[src/hdl/bsort_pkg.sv]
// Shared types and constants of the bubble sorter.
// Holds the transaction payload structs, register indexes and the sequencer state type.
// No dependencies.
package bsort_pkg;

  // Defaults for the top-level parameters
  localparam int CAPACITY_DEF  = 64;
  localparam int KEY_WIDTH_DEF = 32;

  // Fixed widths of the transaction fields and the configuration port
  localparam int FIELD_W     = 32;
  localparam int CFG_INDEX_W = 4;
  localparam int CFG_DATA_W  = 8;

  // Configuration register indexes
  localparam logic [CFG_INDEX_W-1:0] REG_DESCENDING = 4'd0;
  localparam logic [CFG_INDEX_W-1:0] REG_SIGNED     = 4'd1;

  // Input transaction payload
  typedef struct packed {
    logic [FIELD_W-1:0] key_in;
    logic               last_in;
  } in_item_t;

  // Result transaction payload
  typedef struct packed {
    logic [FIELD_W-1:0] key_out;
    logic               last_out;
  } out_item_t;

  // Sequencer states
  typedef enum logic [2:0] {
    ST_IDLE,
    ST_PASS_RD,
    ST_PASS_LD,
    ST_PASS_CMP,
    ST_PASS_END,
    ST_EMIT
  } state_t;

endpackage

[src/hdl/bsort_ram.sv]
// Key memory of the bubble sorter: one write port, one read port, registered read data.
// Depends on nothing; depth and width come from the top level.
module bsort_ram #(
  parameter int DEPTH = 64,
  parameter int WIDTH = 32
) (
  input  logic                     clk,
  input  logic                     we,
  input  logic [$clog2(DEPTH)-1:0] waddr,
  input  logic [WIDTH-1:0]         wdata,
  input  logic                     re,
  input  logic [$clog2(DEPTH)-1:0] raddr,
  output logic [WIDTH-1:0]         rdata
);

  logic [WIDTH-1:0] mem [DEPTH];
  logic [WIDTH-1:0] rdata_r;

  // Write port
  always_ff @(posedge clk) begin
    if (we) begin
      mem[waddr] <= wdata;
    end
  end

  // Read port, registered read data, hold data when not reading
  always_ff @(posedge clk) begin
    if (re) begin
      rdata_r <= mem[raddr];
    end
  end

  assign rdata = rdata_r;

endmodule

[src/hdl/bubble_sorter.sv]
// Bubble sorter top level: key loading, in-place sort sequencer and result output.
// Depends on bsort_pkg and bsort_ram.
//
// Keys arrive one per transaction (start high while busy is low) and are written to an
// on-chip key memory; busy stays low while loading, so a new key can be taken every cycle.
// Keys beyond CAPACITY are dropped. The transaction marked last_in raises busy and starts
// the sort: for a set of n keys it runs n-1 passes, each one shorter than the last, with
// one compare-and-swap per cycle within a pass through the single read port of the key
// memory, with the carried key held in a register and written back at the pass end.
// The sorted keys then go out on out_item one per cycle, each marked by out_strobe for
// exactly one cycle, the final one with last_out set; the receiver cannot stall, so it
// must take a result in every cycle that out_strobe is high. Busy drops as the final
// result is issued, and a new set may start while that result is still shown. Order and
// signedness are read from the configuration registers when the sort runs; write them
// only while busy is low and no result is pending. Equal keys keep their arrival order.
module bubble_sorter #(
  parameter int CAPACITY  = bsort_pkg::CAPACITY_DEF,
  parameter int KEY_WIDTH = bsort_pkg::KEY_WIDTH_DEF
) (
  input  logic                               clk,
  input  logic                               rst_n,
  // Input channel
  input  logic                               start,
  output logic                               busy,
  input  bsort_pkg::in_item_t                in_item,
  // Result channel
  output logic                               out_strobe,
  output bsort_pkg::out_item_t               out_item,
  // Configuration channel
  input  logic                               cfg_valid,
  output logic                               cfg_ready,
  input  logic [bsort_pkg::CFG_INDEX_W-1:0]  cfg_index,
  input  logic [bsort_pkg::CFG_DATA_W-1:0]   cfg_data
);

  localparam int AW = $clog2(CAPACITY);
  localparam int CW = $clog2(CAPACITY + 1);
  localparam logic [KEY_WIDTH-1:0] MSB_MASK = KEY_WIDTH'(1) << (KEY_WIDTH - 1);

  bsort_pkg::state_t state_r, state_nxt;

  logic [CW-1:0]        count_r, count_nxt;
  logic [AW-1:0]        end_r, end_nxt;
  logic [AW-1:0]        pos_r, pos_nxt;
  logic [AW-1:0]        emit_idx_r, emit_idx_nxt;
  logic [KEY_WIDTH-1:0] carry_r, carry_nxt;
  logic                 out_pend_r, out_pend_nxt;
  logic                 out_last_r, out_last_nxt;
  logic                 desc_r, desc_nxt;
  logic                 sign_r, sign_nxt;

  logic                 ram_we;
  logic [AW-1:0]        ram_waddr;
  logic [KEY_WIDTH-1:0] ram_wdata;
  logic                 ram_re;
  logic [AW-1:0]        ram_raddr;
  logic [KEY_WIDTH-1:0] rd_data;

  logic                 in_accept;
  logic                 store_full;
  logic [CW-1:0]        count_after;
  logic [CW-1:0]        count_m1;
  logic [KEY_WIDTH-1:0] key_load;
  logic [KEY_WIDTH-1:0] ord_carry;
  logic [KEY_WIDTH-1:0] ord_next;
  logic                 swap;
  logic                 emit_last;

  bsort_ram #(
    .DEPTH (CAPACITY),
    .WIDTH (KEY_WIDTH)
  ) u_ram (
    .clk   (clk),
    .we    (ram_we),
    .waddr (ram_waddr),
    .wdata (ram_wdata),
    .re    (ram_re),
    .raddr (ram_raddr),
    .rdata (rd_data)
  );

  // Handshake and load helpers
  assign busy        = (state_r != bsort_pkg::ST_IDLE);
  assign in_accept   = start && !busy;
  assign store_full  = (count_r == CW'(CAPACITY));
  assign count_after = store_full ? count_r : count_r + CW'(1);
  assign count_m1    = count_after - CW'(1);
  assign key_load    = KEY_WIDTH'(in_item.key_in);

  // Compare: bias the sign bit for signed keys, then compare unsigned
  assign ord_carry = carry_r ^ (sign_r ? MSB_MASK : '0);
  assign ord_next  = rd_data ^ (sign_r ? MSB_MASK : '0);
  assign swap      = desc_r ? (ord_carry < ord_next) : (ord_carry > ord_next);

  assign emit_last = ((CW'(emit_idx_r) + CW'(1)) == count_r);

  // Configuration registers: always ready, ignore unknown indexes
  assign cfg_ready = 1'b1;

  always_comb begin
    desc_nxt = desc_r;
    sign_nxt = sign_r;
    if (cfg_valid && cfg_ready) begin
      unique case (cfg_index)
        bsort_pkg::REG_DESCENDING: desc_nxt = cfg_data[0];
        bsort_pkg::REG_SIGNED:     sign_nxt = cfg_data[0];
        default: ;
      endcase
    end
  end

  // Sequencer: load, sort passes over the key memory, emit
  always_comb begin
    state_nxt    = state_r;
    count_nxt    = count_r;
    end_nxt      = end_r;
    pos_nxt      = pos_r;
    emit_idx_nxt = emit_idx_r;
    carry_nxt    = carry_r;
    out_pend_nxt = 1'b0;
    out_last_nxt = 1'b0;
    ram_we       = 1'b0;
    ram_waddr    = pos_r;
    ram_wdata    = carry_r;
    ram_re       = 1'b0;
    ram_raddr    = '0;
    unique case (state_r)
      bsort_pkg::ST_IDLE: begin
        if (in_accept) begin
          // Store the key unless full
          if (!store_full) begin
            ram_we    = 1'b1;
            ram_waddr = count_r[AW-1:0];
            ram_wdata = key_load;
          end
          count_nxt = count_after;
          if (in_item.last_in) begin
            emit_idx_nxt = '0;
            if (count_after > CW'(1)) begin
              end_nxt   = count_m1[AW-1:0];
              state_nxt = bsort_pkg::ST_PASS_RD;
            end else begin
              state_nxt = bsort_pkg::ST_EMIT;
            end
          end
        end
      end
      bsort_pkg::ST_PASS_RD: begin
        // Fetch the head of the pass
        ram_re    = 1'b1;
        ram_raddr = '0;
        state_nxt = bsort_pkg::ST_PASS_LD;
      end
      bsort_pkg::ST_PASS_LD: begin
        // Take the head as carried key, fetch its neighbor
        ram_re    = 1'b1;
        ram_raddr = AW'(1);
        carry_nxt = rd_data;
        pos_nxt   = '0;
        state_nxt = bsort_pkg::ST_PASS_CMP;
      end
      bsort_pkg::ST_PASS_CMP: begin
        // Drop the lesser-ranked key at pos, carry the other onward
        ram_we    = 1'b1;
        ram_waddr = pos_r;
        ram_wdata = swap ? rd_data : carry_r;
        carry_nxt = swap ? carry_r : rd_data;
        if ((pos_r + AW'(1)) == end_r) begin
          state_nxt = bsort_pkg::ST_PASS_END;
        end else begin
          ram_re    = 1'b1;
          ram_raddr = pos_r + AW'(2);
          pos_nxt   = pos_r + AW'(1);
        end
      end
      bsort_pkg::ST_PASS_END: begin
        // Settle the carried key at the pass end, shorten the next pass
        ram_we    = 1'b1;
        ram_waddr = end_r;
        ram_wdata = carry_r;
        if (end_r == AW'(1)) begin
          state_nxt = bsort_pkg::ST_EMIT;
        end else begin
          end_nxt   = end_r - AW'(1);
          state_nxt = bsort_pkg::ST_PASS_RD;
        end
      end
      bsort_pkg::ST_EMIT: begin
        // Read one sorted key per cycle; the result shows the next cycle
        ram_re       = 1'b1;
        ram_raddr    = emit_idx_r;
        out_pend_nxt = 1'b1;
        out_last_nxt = emit_last;
        if (emit_last) begin
          count_nxt = '0;
          state_nxt = bsort_pkg::ST_IDLE;
        end else begin
          emit_idx_nxt = emit_idx_r + AW'(1);
        end
      end
      default: state_nxt = bsort_pkg::ST_IDLE;
    endcase
  end

  // Control registers
  always_ff @(posedge clk) begin
    if (!rst_n) begin
      state_r    <= bsort_pkg::ST_IDLE;
      count_r    <= '0;
      out_pend_r <= 1'b0;
      out_last_r <= 1'b0;
      desc_r     <= 1'b0;
      sign_r     <= 1'b0;
    end else begin
      state_r    <= state_nxt;
      count_r    <= count_nxt;
      out_pend_r <= out_pend_nxt;
      out_last_r <= out_last_nxt;
      desc_r     <= desc_nxt;
      sign_r     <= sign_nxt;
    end
  end

  // Datapath registers
  always_ff @(posedge clk) begin
    end_r      <= end_nxt;
    pos_r      <= pos_nxt;
    emit_idx_r <= emit_idx_nxt;
    carry_r    <= carry_nxt;
  end

  // Result transaction straight from registers
  assign out_strobe = out_pend_r;

  always_comb begin
    out_item.key_out  = bsort_pkg::FIELD_W'(rd_data);
    out_item.last_out = out_last_r;
  end

  // Key count never passes the store capacity
  a_count_cap : assert property (@(posedge clk) disable iff (!rst_n)
    count_r <= CW'(CAPACITY))
    else $error("key count exceeds capacity");

  // A compare step always lies inside the current pass
  a_pos_in_pass : assert property (@(posedge clk) disable iff (!rst_n)
    (state_r == bsort_pkg::ST_PASS_CMP) |-> (pos_r < end_r))
    else $error("compare position beyond pass end");

  // Every result comes from an emit read
  a_strobe_src : assert property (@(posedge clk) disable iff (!rst_n)
    out_strobe |-> $past(state_r == bsort_pkg::ST_EMIT))
    else $error("result strobe without emit read");

  // A set-closing transaction makes the block busy
  a_last_busy : assert property (@(posedge clk) disable iff (!rst_n)
    (in_accept && in_item.last_in) |=> busy)
    else $error("busy not raised after last key");

  // The final result is followed by a gap
  a_last_gap : assert property (@(posedge clk) disable iff (!rst_n)
    (out_strobe && out_item.last_out) |=> !out_strobe)
    else $error("result follows final result directly");

endmodule
[config.mk]
export PLATFORM = sky130hd
export DESIGN_NAME = bubble_sorter
export DESIGN_NICKNAME = d
export VERILOG_FILES = /design/src/hdl/bsort_pkg.sv /design/src/hdl/bsort_ram.sv /design/src/hdl/bubble_sorter.sv
export SDC_FILE = /design/constraint.sdc
export NUM_CORES = 2
export LEC_CHECK = 0
export BUFFER_PORTS_ARGS = -buffer_cell sky130_fd_sc_hd__buf_2
export CORE_MARGIN = 4
export CORE_UTILIZATION = 50
export CTS_CLUSTER_DIAMETER = 120
export DETAILED_ROUTE_END_ITERATION = 8
export MAX_ROUTING_LAYER = met4
export PLACE_DENSITY = 0.7
export SLEW_MARGIN = 30
export SYNTH_ARGS = -nofsm -noshare
export SYNTH_HDL_FRONTEND = slang
export SYNTH_SLANG_ARGS = --single-unit
[constraint.sdc]
create_clock -name clk -period 5.4 [get_ports clk]
set_input_delay 0.54 -clock clk [delete_from_list [all_inputs] [get_ports clk]]
set_output_delay 0.54 -clock clk [all_outputs]
set_load 0.05 [all_outputs]
==> flow_metrics.py <==
metrics = {
    "logic_synthesis": {
        "synth_top_area_cell": "edfxtp_1",
        "synth.most_common_cell": "edfxtp_1",
        "synth_edf_count": 2130,
        "synth_cells": 6578,
        "synthArstFlopShare_pct": 0,
        "synthTopCellsByCount": "edfxtp_1 (2130), nand2_1 (1373), nand3_1 (883), clkbuf_1 (223), a21oi_1 (202)",
        "synth.avg_cell_area_um2": 13.47,
        "ys.flop_type": "edfxtp_1",
        "ys_seq_elements": 2144,
        "syn_nets": 6667,
        "ys_seq_area_share_pct": 72.51,
        "ys_top_cells_by_area": "edfxtp_1 (72%), nand2_1 (5.8%), nand3_1 (5.0%), mux2i_1 (1.7%), and3_1 (1.3%)",
        "syn_area_um2": 88590,
        "synth_cell_type_count": 79,
        "synth_top_area_share_pct": 72.20,
        "yosys_warnings": 0,
    },
    "sta": {
        "worst_pin_slew_ns": 1.034,
        "rsz0062_at_grt": "no",
        "hold_viol": 0,
        "finalCritPeriodShare_pct": 95.85,
        "clock_skew_ns": 0.04125,
        "max_slew_margin_pct": 30.35,
        "slew_violations": 0,
        "final-setup-viol-count": 0,
        "fin_crit_ns": 5.176,
        "fmax_mhz": 193.2,
        "fin_setup_tns_ns": 0,
    },
    "min_path": {
        "hp-class": "in2reg",
        "hold_start": "cfg_index[0]",
    },
    "flow_run": {
        "maxCapViolCount": 0,
    },
    "routing": {
        "post_drt_wl_per_cell_um": 28.37,
        "wl_mm": 263.5,
        "first_pass_iters": 6,
        "first_iter_violations": 8638,
        "vias": 59130,
        "ant_nets": 0,
        "drc": 0,
        "viasPerCell": 6.367,
    },
    "die": {
        "die_w_um": 428.9,
        "num_rows": 154,
        "dieArea_um2": 184000,
        "top_level_ports": 85,
        "chipHeight_um": 428.9,
        "initial_utilization_pct": 50.30,
        "core-area_um2": 176100,
    },
    "global_routing": {
        "antenna_found_initial": 9,
        "grt_overflow": 0,
        "grt_start_max_net_pins": 133,
        "grt_pass1_wl_mm": 381.7,
        "grt.total_usage_pct": 28.79,
        "grt_pass1_vias": 56810,
    },
    "worst_setup_path": {
        "startpoint_type": "register",
        "cp-end-kind": "register",
        "cp.arrival_ns": 5.71,
        "criticalPathCategory": "reg2reg",
        "cp_max_fo": 25,
        "cp-startpoint": "pos_r[1]",
        "worst_ep_required_time_ns": 5.93,
        "r2r-start": "pos_r[1]",
    },
    "placed_design": {
        "hpwl_mm": 158.6,
        "port_buffers": 76,
        "place_congestion": 0.9223,
    },
    "clock_network": {
        "insertion_delay_ns": 0.85,
        "worst_setup_hold_path_clk_slew_ns": 0.07,
        "cts_buffers": 205,
        "tritoncts": "built",
        "cts_max_path_buffers": 3,
        "h-tree-depth": 4,
        "cts_num_sinks": 2144,
        "cts_root_buf": "clkbuf_16",
    },
    "power_and_ir_drop": {
        "power_frac_comb_pct": 30.0,
        "p_clk_share_pct": 26.9,
        "power.internal_mw": 34.51,
        "p_seq_share_pct": 43.1,
        "ir_drop_uv": 455.4,
        "p_leak_nw": 34.44,
        "powerDensity_nw_per_um2": 527.4,
        "p_switching_mw": 18.46,
        "p_sw_share_pct": 34.86,
    },
    "final_layout": {
        "areaGrowthSynthToFinish_pct": 13.36,
        "fin_nets": 6850,
        "drive_gt1_share_pct": 13.36,
        "finish.utilization_pct": 57.03,
    },
    "outcome": {
        "status": "completed",
    },
}
[cells in the final DEF, fill, tap and decap left out, drive strengths merged, types with 24 or more instances in the layout]
master     n
a31oi    125
nor2     142
a221o     32
mux2i    151
mux4      24
a21oi    204
a311oi    49
and3     188
edfxtp  2130
o21ai     54
clkinv    89
ha        40
nand2   1375
nand4     68
clkbuf   268
a22oi     60
o22ai     64
a211oi   110
nor4      30
buf      428
mux2      55
inv       48
nand3    885
[kinds of logic (layout without fill, tap and decap cells)]
group / Yosys count / in the layout / synth area share, %
compound gates: 863 / 863 / 6.775
xor+xnor: 39 / 39 / 0.3856
fa+ha+maj: 40 / 40 / 0.5649
buf+inv: 496 / 858 / 2.672
flops: 2144 / 2144 / 72.51
mux: 230 / 230 / 3.015
other cells: 1 / 8 / 0.004233
simple gates: 2765 / 2765 / 14.07
[flip-flops by register name, summed over array words and instances (netlist names)]
register and flops:
u_ram.rdata 32, pos_r 6, sign_r 1, out_strobe 1, end_r 6, carry_r 32
desc_r 1, out_last_r 1, state_r 3, emit_idx_r 6, u_ram.mem 2048, count_r 7
[critical path, stage by stage, from the launching register on]
cell,delay (ns)
edfxtp_1,0.53
ha_1,0.34
or3b_1,0.37
a211oi_1,0.24
or3_4,0.28
a21o_1,0.39
o21a_4,0.56
nor2_1,0.20
buf_4,0.27
nand2_1,0.38
o221ai_1,0.25
nor4_1,0.64
buf_4,0.22
nand4_1,0.17
[final cells by class]
class	instances	area, µm²
antenna	7	17.52
clock buffer	268	5469
clock inverter	118	1196
fill	13540	75680
inverter	43	161.4
multi-input combinational	3938	22640
sequential	2144	64240
tap	2340	2928
timing repair buffer	429	3779
[power by group through the flow]
stage | logic (mW) | registers [mW] | clock network (mW)
4_1_cts | 15.7 | 22.8 | 14.4
5_1_grt | 16.9 | 22.9 | 15.0
2_1_floorplan | 8.86 | 23.4 | 0
6_report | 15.9 | 22.8 | 14.3
3_3_place_gp | 15.2 | 23.1 | 0
3_5_place_dp | 15.6 | 23.1 | 0
[timing repair]
item	CTS	global route
resized for setup	0	0
setup endpoints to repair	0	0
hold buffers	1	0
buffers inserted	0	0
endpoints found under the hold margin	2	0
[stage by stage]
stage                     setup WS [ns]  hold WS [ns]  cell area, µm²  power (mW)  instances
final                            0.2238       0.08449          100400       52.97       9287
after global routing             0.1898       0.07064          100400       54.81       9287
after CTS                        0.3426       0.02547          100400       52.87       9280
after detailed placement         0.3655        0.5066           93740       38.74       8893
after global placement           0.4353        0.5037           93700       38.32       8892
after floorplan                  0.6360        0.5150           88590       32.27       6578
[final timing paths]
| check | slack, ns | to | cells after the start |
|---|---|---|---|
| worst max-delay path | 0.22 | u_ram.rdata[2] | 13 |
| worst min register to register | 0.53 | carry_r[15] | 0 |
| worst max register to register | 0.22 | u_ram.rdata[2] | 13 |
| worst min-delay path | 0.08 | desc_r | 4 |
[layer usage]
layer | up-vias | part of all wire [%] | GRT usage (%)
li1 | 25350 | - | -
met1 | 29570 | 38 | 37.94
met2 | 3579 | 46 | 42.99
met3 | 637 | 11 | 5.755
met4 | 0 | 5.4 | 14.33
met5 | - | 0 | -
(Power assumes the default switching activity.)
